`src/hw/rtl/mctu_pkg.sv`:
```
// Package for the multi-channel timeout unit.
// Holds the action codes, channel numbers and the structs passed between stages.
// No dependencies.
package mctu_pkg;

    // Action carried in tuser
    typedef enum logic [1:0] {
        ACT_SEC_TICK  = 2'd0,
        ACT_FAST_TICK = 2'd1,
        ACT_QUERY     = 2'd2,
        ACT_CLEAR     = 2'd3
    } t_action;

    // Channel numbers with special roles
    localparam logic [2:0] CH_FAST0   = 3'd0;
    localparam logic [2:0] CH_ELAPSED = 3'd4;
    localparam logic [2:0] CH_FAST1   = 3'd6;
    localparam logic [2:0] CH_WATCH   = 3'd7;

    // Seconds counter value after reset
    localparam logic [15:0] SECONDS_AT_RESET = 16'd65500;

    localparam int unsigned DUR_W   = 16;
    localparam int unsigned REPLY_W = 32;

    // One accepted transaction, plus its precomputed fast-tick limit
    typedef struct packed {
        t_action            action;
        logic [2:0]         channel;
        logic [DUR_W-1:0]   duration;
        logic [DUR_W-1:0]   fast_limit;
    } t_item;

    // Result offered to the output register
    typedef struct packed {
        logic               valid;
        logic [REPLY_W-1:0] reply;
    } t_result;

endpackage

```
`src/hw/rtl/multi_channel_timeout_unit_top.sv`:
```
// Eight timeout channels (seconds deadlines, millisecond fast timeouts and a
// stopwatch) fed by seconds and fast tick transactions. One transaction is
// accepted every clock cycle while the result side keeps up; a query or clear
// passes the input register, then the state update that writes its reply into
// the result register, and ticks give no reply. The fast-tick limit is scaled
// by a reciprocal multiply in the input register stage. Reset is synchronous;
// there is no clearing pass.
// Depends on mctu_pkg, mctu_in_stage, mctu_core and mctu_out_stage.
module multi_channel_timeout_unit_top
    import mctu_pkg::*;
#(
    parameter int unsigned MS_PER_FAST_TICK = 32
) (
    input  logic        i_clk,
    input  logic        i_rst_n,
    input  logic        s_axis_tvalid,
    output logic        s_axis_tready,
    input  logic [23:0] s_axis_tdata,   // [2:0] channel, [18:3] duration, [23:19] zero
    input  logic [1:0]  s_axis_tuser,   // [1:0] action
    output logic        m_axis_tvalid,
    input  logic        m_axis_tready,
    output logic [31:0] m_axis_tdata    // [31:0] reply_value
);

    logic    w_in_valid;
    t_item   w_item;
    logic    w_take;
    logic    w_out_free;
    t_result w_result;

    mctu_in_stage #(
        .MS_PER_FAST_TICK (MS_PER_FAST_TICK)
    ) u_in_stage (
        .i_clk      (i_clk),
        .i_rst_n    (i_rst_n),
        .i_valid    (s_axis_tvalid),
        .o_ready    (s_axis_tready),
        .i_action   (t_action'(s_axis_tuser)),
        .i_channel  (s_axis_tdata[2:0]),
        .i_duration (s_axis_tdata[18:3]),
        .o_valid    (w_in_valid),
        .o_item     (w_item),
        .i_take     (w_take)
    );

    mctu_core u_core (
        .i_clk      (i_clk),
        .i_rst_n    (i_rst_n),
        .i_valid    (w_in_valid),
        .i_item     (w_item),
        .i_out_free (w_out_free),
        .o_take     (w_take),
        .o_result   (w_result)
    );

    mctu_out_stage u_out_stage (
        .i_clk    (i_clk),
        .i_rst_n  (i_rst_n),
        .i_result (w_result),
        .o_free   (w_out_free),
        .o_valid  (m_axis_tvalid),
        .i_ready  (m_axis_tready),
        .o_data   (m_axis_tdata)
    );

endmodule

```
`src/hw/rtl/mctu_in_stage.sv`:
```
// Input register of the timeout unit, with the duration-to-fast-tick scaling.
// Depends on mctu_pkg.
module mctu_in_stage
    import mctu_pkg::*;
#(
    parameter int unsigned MS_PER_FAST_TICK = 32
) (
    input  logic       i_clk,
    input  logic       i_rst_n,
    input  logic       i_valid,
    output logic       o_ready,
    input  t_action    i_action,
    input  logic [2:0] i_channel,
    input  logic [15:0] i_duration,
    output logic       o_valid,
    output t_item      o_item,
    input  logic       i_take
);

    // floor(d / K) as (d * M) >> S, exact for all 16-bit d with M = ceil(2^S / K)
    localparam int unsigned DIV_SHIFT = DUR_W + $clog2(MS_PER_FAST_TICK);
    localparam longint unsigned DIV_MULT =
        ((64'd1 << DIV_SHIFT) + MS_PER_FAST_TICK - 1) / MS_PER_FAST_TICK;
    localparam int unsigned MULT_W = DUR_W + 1;
    localparam int unsigned PROD_W = DUR_W + MULT_W;

    logic [MULT_W-1:0] c_mult;
    logic [PROD_W-1:0] w_prod;
    logic [DUR_W-1:0]  w_limit;

    logic  r_valid;
    t_item r_item;
    t_item n_item;

    assign c_mult  = MULT_W'(DIV_MULT);
    assign w_prod  = PROD_W'(i_duration) * PROD_W'(c_mult);
    assign w_limit = DUR_W'(w_prod >> DIV_SHIFT);

    // Free when empty or when the held item moves on this cycle
    assign o_ready = !r_valid || i_take;

    always_comb begin
        n_item.action     = i_action;
        n_item.channel    = i_channel;
        n_item.duration   = i_duration;
        n_item.fast_limit = w_limit;
    end

    always_ff @(posedge i_clk) begin
        if (!i_rst_n) begin
            r_valid <= 1'b0;
        end else if (o_ready) begin
            r_valid <= i_valid;
        end
    end

    always_ff @(posedge i_clk) begin
        if (o_ready && i_valid) begin
            r_item <= n_item;
        end
    end

    assign o_valid = r_valid;
    assign o_item  = r_item;

endmodule

```
`src/hw/rtl/mctu_core.sv`:
```
// Timeout state and per-transaction update: seconds counter, deadlines,
// wrap flags, window start and the two fast counters. Depends on mctu_pkg.
module mctu_core
    import mctu_pkg::*;
(
    input  logic    i_clk,
    input  logic    i_rst_n,
    input  logic    i_valid,
    input  t_item   i_item,
    input  logic    i_out_free,
    output logic    o_take,
    output t_result o_result
);

    logic [15:0] r_now, n_now;
    logic [15:0] r_sdl [1:5];
    logic [15:0] n_sdl [1:5];
    logic [1:5]  r_wrap, n_wrap;
    logic [15:0] r_wstart, n_wstart;
    logic [15:0] r_fdl [0:1];
    logic [15:0] n_fdl [0:1];
    logic [15:0] r_flim [0:1];
    logic [15:0] n_flim [0:1];
    logic [31:0] r_fcnt [0:1];
    logic [31:0] n_fcnt [0:1];
    logic [1:0]  r_frun, n_frun;

    logic        w_is_tick;
    logic        w_fast_sel;
    logic [15:0] w_fdl0;
    logic        w_farm;
    logic [15:0] w_flim;
    logic [31:0] w_fcnt;
    logic        w_fstop;
    logic [15:0] w_sdl0, w_sdl1, w_room;
    logic        w_wp0, w_wp1, w_wp2, w_sarm, w_sexp;
    logic [15:0] w_ws1;
    logic [31:0] w_elapsed;
    logic [31:0] w_reply;

    assign w_is_tick = (i_item.action == ACT_SEC_TICK) || (i_item.action == ACT_FAST_TICK);
    // Ticks need no room downstream; queries and clears do
    assign o_take    = i_valid && (w_is_tick || i_out_free);

    // Fast channel view: slot 1 for channel 6, slot 0 otherwise
    always_comb begin
        w_fast_sel = (i_item.channel == CH_FAST1);
        w_fdl0     = r_fdl[w_fast_sel];
        w_fcnt     = r_fcnt[w_fast_sel];
        w_farm     = (w_fdl0 == 16'd0) && (i_item.duration != 16'd0);
        if (w_farm) begin
            w_flim = i_item.fast_limit;
        end else if (w_fdl0 == 16'd0) begin
            w_flim = 16'd0;
        end else begin
            w_flim = r_flim[w_fast_sel];
        end
        w_fstop = (w_fcnt >= 32'(w_flim));
    end

    // Seconds channel view (channels 1 to 5)
    always_comb begin
        w_sdl0 = 16'd0;
        w_wp0  = 1'b0;
        for (int i = 1; i <= 5; i++) begin
            if (i_item.channel == 3'(i)) begin
                w_sdl0 = r_sdl[i];
                w_wp0  = r_wrap[i];
            end
        end
        w_room = 16'hFFFF - r_now;
        w_sarm = (w_sdl0 == 16'd0) && (i_item.duration != 16'd0);
        w_sdl1 = w_sdl0;
        w_wp1  = w_wp0;
        if (w_sarm) begin
            if (i_item.duration > w_room) begin
                w_sdl1 = i_item.duration - w_room;
                w_wp1  = 1'b1;
            end else begin
                w_sdl1 = r_now + i_item.duration;
            end
        end
        w_ws1 = (w_sarm && i_item.channel == CH_ELAPSED) ? r_now : r_wstart;
        w_wp2 = w_wp1 && !(r_now <= w_sdl1);
        w_sexp = (r_now >= w_sdl1) && !w_wp2;
        if ((w_sdl1 >= w_ws1) || w_wp2) begin
            w_elapsed = 32'(r_now) - 32'(w_ws1) + 32'd1;
        end else begin
            w_elapsed = (32'h0000_FFFF - 32'(w_ws1)) + 32'(r_now) + 32'd1;
        end
    end

    // Next state and reply
    always_comb begin
        n_now    = r_now;
        n_sdl    = r_sdl;
        n_wrap   = r_wrap;
        n_wstart = r_wstart;
        n_fdl    = r_fdl;
        n_flim   = r_flim;
        n_fcnt   = r_fcnt;
        n_frun   = r_frun;
        w_reply  = 32'd0;
        case (i_item.action)
            ACT_SEC_TICK: begin
                n_now = r_now + 16'd1;
            end
            ACT_FAST_TICK: begin
                for (int k = 0; k < 2; k++) begin
                    if (r_frun[k]) begin
                        n_fcnt[k] = r_fcnt[k] + 32'd1;
                    end
                end
            end
            ACT_CLEAR: begin
                if (i_item.channel == CH_FAST0 || i_item.channel == CH_WATCH) begin
                    n_frun[0] = 1'b0;
                    n_fcnt[0] = 32'd0;
                    n_fdl[0]  = 16'd0;
                end else if (i_item.channel == CH_FAST1) begin
                    n_frun[1] = 1'b0;
                    n_fcnt[1] = 32'd0;
                    n_fdl[1]  = 16'd0;
                end else begin
                    for (int i = 1; i <= 5; i++) begin
                        if (i_item.channel == 3'(i)) begin
                            n_sdl[i]  = 16'd0;
                            n_wrap[i] = 1'b0;
                        end
                    end
                end
            end
            ACT_QUERY: begin
                if (i_item.channel == CH_FAST0 || i_item.channel == CH_FAST1) begin
                    if (w_farm) begin
                        n_fdl[w_fast_sel]  = i_item.duration;
                        n_flim[w_fast_sel] = i_item.fast_limit;
                        n_frun[w_fast_sel] = 1'b1;
                    end
                    if (w_fstop) begin
                        n_frun[w_fast_sel] = 1'b0;
                        n_fcnt[w_fast_sel] = 32'd0;
                        n_fdl[w_fast_sel]  = 16'd0;
                    end else begin
                        w_reply = (w_fcnt != 32'd0) ? w_fcnt : 32'd1;
                    end
                end else if (i_item.channel == CH_WATCH) begin
                    if (i_item.duration != 16'd0) begin
                        n_frun[0] = 1'b1;
                    end
                    w_reply = (r_fcnt[0] != 32'd0) ? r_fcnt[0] : 32'd1;
                end else begin
                    for (int i = 1; i <= 5; i++) begin
                        if (i_item.channel == 3'(i)) begin
                            n_sdl[i]  = w_sexp ? 16'd0 : w_sdl1;
                            n_wrap[i] = w_wp2;
                        end
                    end
                    n_wstart = w_ws1;
                    if (w_sexp) begin
                        w_reply = 32'd0;
                    end else if (i_item.channel == CH_ELAPSED) begin
                        w_reply = w_elapsed;
                    end else begin
                        w_reply = 32'd1;
                    end
                end
            end
            default: begin
                n_now = r_now;
            end
        endcase
    end

    // State register
    always_ff @(posedge i_clk) begin
        if (!i_rst_n) begin
            r_now    <= SECONDS_AT_RESET;
            r_wrap   <= '0;
            r_wstart <= 16'd0;
            r_frun   <= '0;
            for (int i = 1; i <= 5; i++) begin
                r_sdl[i] <= 16'd0;
            end
            for (int k = 0; k < 2; k++) begin
                r_fdl[k]  <= 16'd0;
                r_flim[k] <= 16'd0;
                r_fcnt[k] <= 32'd0;
            end
        end else if (o_take) begin
            r_now    <= n_now;
            r_sdl    <= n_sdl;
            r_wrap   <= n_wrap;
            r_wstart <= n_wstart;
            r_fdl    <= n_fdl;
            r_flim   <= n_flim;
            r_fcnt   <= n_fcnt;
            r_frun   <= n_frun;
        end
    end

    assign o_result.valid = o_take && !w_is_tick;
    assign o_result.reply = w_reply;

`ifndef SYNTHESIS
    // A seconds tick advances the counter by exactly one
    a_sec_tick: assert property (@(posedge i_clk) disable iff (!i_rst_n)
        (o_take && i_item.action == ACT_SEC_TICK) |=> (r_now == 16'($past(r_now) + 16'd1)))
        else $error("seconds counter did not advance on tick");

    // Ticks never produce a reply
    a_tick_silent: assert property (@(posedge i_clk) disable iff (!i_rst_n)
        w_is_tick |-> !o_result.valid)
        else $error("tick produced a result");

    // Clearing the fast-0 or stopwatch channel leaves counter 0 stopped and zero
    a_clear_fast0: assert property (@(posedge i_clk) disable iff (!i_rst_n)
        (o_take && i_item.action == ACT_CLEAR &&
         (i_item.channel == CH_FAST0 || i_item.channel == CH_WATCH))
        |=> (!r_frun[0] && r_fcnt[0] == 32'd0 && r_fdl[0] == 16'd0))
        else $error("fast counter 0 not cleared");

    // A pending wrap always belongs to an armed deadline
    a_wrap_armed: assert property (@(posedge i_clk) disable iff (!i_rst_n)
        (r_wrap[1] |-> r_sdl[1] != 16'd0) and (r_wrap[2] |-> r_sdl[2] != 16'd0) and
        (r_wrap[3] |-> r_sdl[3] != 16'd0) and (r_wrap[4] |-> r_sdl[4] != 16'd0) and
        (r_wrap[5] |-> r_sdl[5] != 16'd0))
        else $error("wrap flag set on unarmed channel");
`endif

endmodule

```
`src/hw/rtl/mctu_out_stage.sv`:
```
// Result register of the timeout unit, driving the master stream side.
// Depends on mctu_pkg.
module mctu_out_stage
    import mctu_pkg::*;
(
    input  logic        i_clk,
    input  logic        i_rst_n,
    input  t_result     i_result,
    output logic        o_free,
    output logic        o_valid,
    input  logic        i_ready,
    output logic [31:0] o_data
);

    logic        r_valid;
    logic [31:0] r_data;

    // Room when empty or when the held result leaves this cycle
    assign o_free = !r_valid || i_ready;

    always_ff @(posedge i_clk) begin
        if (!i_rst_n) begin
            r_valid <= 1'b0;
        end else if (i_result.valid) begin
            r_valid <= 1'b1;
        end else if (i_ready) begin
            r_valid <= 1'b0;
        end
    end

    always_ff @(posedge i_clk) begin
        if (i_result.valid) begin
            r_data <= i_result.reply;
        end
    end

    assign o_valid = r_valid;
    assign o_data  = r_data;

endmodule
```
`config.mk`:
```
export PLATFORM = sky130hd
export DESIGN_NAME = multi_channel_timeout_unit_top
export DESIGN_NICKNAME = d
export VERILOG_FILES = /design/src/hw/rtl/mctu_pkg.sv /design/src/hw/rtl/multi_channel_timeout_unit_top.sv /design/src/hw/rtl/mctu_in_stage.sv /design/src/hw/rtl/mctu_core.sv /design/src/hw/rtl/mctu_out_stage.sv
export SDC_FILE = /design/constraint.sdc
export NUM_CORES = 1
export LEC_CHECK = 0
export BUFFER_PORTS_ARGS = -buffer_cell sky130_fd_sc_hd__buf_2
export CAP_MARGIN = 30
export CORE_MARGIN = 1
export CORE_UTILIZATION = 45
export CTS_CLUSTER_DIAMETER = 60
export DETAILED_ROUTE_END_ITERATION = 7
export SKIP_LAST_GASP = 1
export SLEW_MARGIN = 20
export SYNTH_ARGS = -nofsm -noshare
export SYNTH_HDL_FRONTEND = slang
export SYNTH_SLANG_ARGS = --single-unit
export TNS_END_PERCENT = 1
```
`constraint.sdc`:
```
create_clock -name i_clk -period 7.4 [get_ports i_clk]
set_input_delay 0.37 -clock i_clk [delete_from_list [all_inputs] [get_ports i_clk]]
set_output_delay 0.37 -clock i_clk [all_outputs]
set_load 0.01 [all_outputs]
```
==> impl_metrics.py <==
metrics = {
    "run_status": {
        "status": "complete, no violations",
    },
    "routing": {
        "vias": 16950,
        "wl_per_cell_um": 20.49,
        "wirelength_mm": 57.24,
        "via_per_inst": 6.069,
        "drc_errors": 0,
        "drt_iter0_drc": 1642,
        "postRouteAntennaNets": 0,
        "drtPass1Iterations": 5,
    },
    "clocking": {
        "clkSlewWorstSetupHoldPaths_ps": 60,
        "root_buffer": "clkbuf_16",
        "cts.sinks": 292,
        "htreeDepth": 2,
        "clockBufferDepth": 3,
        "cts_buffers": 37,
        "post_cts_resized": 0,
        "clock_latency_ps": 560,
        "cts_tree": "built",
    },
    "synth": {
        "synth_cell_types": 91,
        "synth-seq-cells": 292,
        "synth_flop_cell": "dfxtp_1",
        "async_flop_share_pct": 0,
        "ys_warn_count": 0,
        "syn_inst": 2190,
        "ys_seq_area_share_pct": 36.71,
        "syn_area_per_cell_um2": 7.931,
        "synth_nets": 2290,
        "syn_area_um2": 17370,
        "synth-edff-count": 53,
    },
    "setup_path": {
        "cp-end-kind": "flop",
        "worstPathRequired_ps": 7690,
        "cp-endpoint": "u_out_stage.o_data[11]",
        "r2r_slack_ps": 330,
        "crit_path_max_fanout": 10,
        "crit_arrival_ps": 7360,
        "rr_startpoint": "u_in_stage.o_item[27]",
        "cp-startpoint": "u_in_stage.o_item[27]",
        "reg2reg_to": "u_out_stage.o_data[11]",
        "rr_worst_depth": 25,
        "start_kind": "flop",
        "crit_type": "flop to flop",
    },
    "place": {
        "dp_hpwl_mm": 41.02,
        "detailedPlace.worstSlack_ps": 428.5,
        "place.gp.congestion": 0.9550,
        "io_buffers": 58,
    },
    "power": {
        "seq_power_share_pct": 41.0,
        "intPower_mw": 2.960,
        "power_frac_comb_pct": 11.4,
        "clockPowerShare_pct": 47.6,
        "vdd_drop_max_v": 0.0001997,
        "power.switching_mw": 1.071,
        "swShare_pct": 26.57,
        "power_leakage_nw": 7.433,
        "powerDensity_nw_per_um2": 202.1,
    },
    "sta": {
        "finalSetupTns_ps": 0,
        "period_minus_slack_ps": 7071,
        "hold-worst-slack_ps": 99.75,
        "relSlewSlack_pct": 34.06,
        "tightestPinTransition_ps": 986.4,
        "finalHoldViolations": 0,
        "fin_crit_sh_pct": 95.55,
        "setup_violations": 0,
        "finalWorstSetupSlack_ps": 329.1,
        "drv_slew": 0,
        "max_freq_ghz": 0.1414,
        "rsz0062_at_grt": "true",
        "skew_ps": 23.40,
    },
    "global_route": {
        "grt_pass1_wl_mm": 89.49,
        "grt_max_degree": 88,
        "grt_pass1_vias": 15460,
        "grt_usage_pct": 29.27,
        "grt-ovfl-total": 0,
        "antenna_found_initial": 0,
    },
    "final_layout": {
        "diodes": 0,
        "nNetsFinal": 2354,
        "final_core_util_pct": 52.69,
        "synthToLayoutAreaGrowth_pct": 14.80,
        "drive_gt1_share_pct": 10.78,
    },
    "die": {
        "io_pins": 64,
        "start_util_pct": 45.90,
        "die_h_um": 198.5,
        "die-area_um2": 39390,
        "die_x_um": 198.5,
        "num_rows": 71,
        "core_um2": 37840,
    },
    "hold_path": {
        "hold_path_class": "primary input to flop",
    },
    "run": {
        "max_cap_violations": 0,
    },
}
## cell usage in the layout, fill, tap and decap left out, types with 60 or more instances in the layout
| cell | Yosys | layout |
|---|---|---|
| nand2_1 | 258 | 258 |
| a21oi_1 | 256 | 256 |
| nor2_1 | 256 | 253 |
| dfxtp_1 | 239 | 239 |
| o21ai_0 | 97 | 97 |
| nand3_1 | 95 | 95 |
| buf_4 | 0 | 77 |
| mux2i_1 | 75 | 75 |
| ha_1 | 67 | 67 |
| inv_1 | 60 | 60 |
## routing by layer
metal | track usage (%) | vias up | share of wire (%)
met5 | 0 | - | 0
met2 | 44.98 | 629 | 45
met4 | 8.746 | 0 | 2.4
met3 | 4.188 | 97 | 6.8
li1 | - | 8124 | -
met1 | 42.24 | 8101 | 46
## worst min-delay path by stage
stage,startpoint,endpoint,slack (ps),depth (start not counted)
2_1_floorplan,u_core.r_sdl[27],u_core.r_sdl[27],430,2
3_3_place_gp,u_core.r_sdl[27],u_core.r_sdl[27],440,2
3_5_place_dp,u_core.r_sdl[27],u_core.r_sdl[27],440,2
4_1_cts,s_axis_tvalid,u_in_stage.o_valid,90,3
5_1_grt,s_axis_tvalid,u_in_stage.o_valid,90,3
6_report,s_axis_tvalid,u_in_stage.o_valid,100,3
## cells in the mapped netlist (all sizes together) (14+ instances only)
cell / n / share of area (%)
a31oi: 34 / 1.2
clkbuf: 117 / 2.5
buf: 18 / 0.53
nor2: 256 / 5.5
nor2b: 20 / 0.72
o21a: 15 / 0.66
o21ai: 105 / 3.0
mux2i: 75 / 4.3
a21o: 31 / 1.3
nand4: 34 / 1.2
a21oi: 256 / 7.4
dfxtp: 239 / 28
xnor2: 24 / 1.2
ha: 67 / 4.8
and3: 27 / 0.97
inv: 62 / 1.3
nand2: 260 / 5.6
xor2: 22 / 1.1
a211oi: 42 / 1.8
edfxtp: 53 / 9.2
nor4: 38 / 1.4
nor3: 61 / 1.9
nand3: 95 / 2.7
o31ai: 14 / 0.61
## stage by stage
stage               power [mW]  area (um^2)  cells
detailed placement       2.124        18380   2699
global placement         2.116        18340   2695
CTS                      4.047        19880   2787
global route             4.172        19940   2793
finish                   4.031        19940   2793
floorplan                1.972        17370   2190
## sequential cells by signal, indices dropped and copies added, names as in the netlist
signal               cells
u_core.r_wstart         16
u_out_stage.o_valid      1
u_core.r_frun            2
u_core.r_wrap            5
u_in_stage.o_valid       1
u_core.r_fcnt           64
u_core.r_fdl            32
u_in_stage.o_item       21
u_core.r_now            16
u_core.r_flim           22
u_out_stage.o_data      32
u_core.r_sdl            80
## logic make-up after synthesis
kind of cell	after synthesis	synth area share [%]
buffers and inverters	199	4.437
adders and majority gates	75	5.460
DFF	292	36.71
xor gates and xnor gates	46	2.320
AOI/OAI and AO/OA	622	22.57
and+or+nand+nor	868	23.34
muxes	88	5.165
## worst max-delay path, cell delays in order, from the launching register on
cell	delay [ps]
edfxtp_1	680
ha_1	470
nand4_1	160
or4_1	630
nor2_1	130
a21oi_1	80
a311oi_1	360
buf_4	210
nand2_1	50
a21oi_1	180
o21ai_0	140
a21o_1	200
a21oi_1	180
xnor2_1	130
a21o_1	240
ha_1	300
and4_1	290
o211ai_1	130
a31oi_1	150
o21ai_0	110
a2111oi_1	550
o311a_1	330
o2bb2ai_4	170
a2111oi_0	540
xor2_1	270
o21ai_1	80
## power groups by stage
stage / logic, mW / clock network (mW) / registers (mW)
after floorplan: 0.294 / 0 / 1.68
after global placement: 0.428 / 0 / 1.69
after detailed placement: 0.436 / 0 / 1.69
after CTS: 0.446 / 1.95 / 1.65
after global routing: 0.499 / 2.02 / 1.65
final: 0.459 / 1.92 / 1.65
## area by class of cell
cell class | instances | area (um^2)
Fill cell | 3652 | 17900
Multi-Input combinational cell | 1699 | 10260
Sequential cell | 292 | 6376
Timing Repair Buffer | 160 | 1134
Clock buffer | 48 | 1028
Tap cell | 511 | 639.4
Clock inverter | 19 | 261.5
Inverter | 64 | 242.7
## repair_timing
action / in CTS / in global routing
endpoints found under the setup margin: 0 / 9
hold buffers: 21 / 0
setup buffers: 0 / 4
endpoints found under the hold margin: 21 / 0
Note: power is estimated with default switching activity, not from simulation.
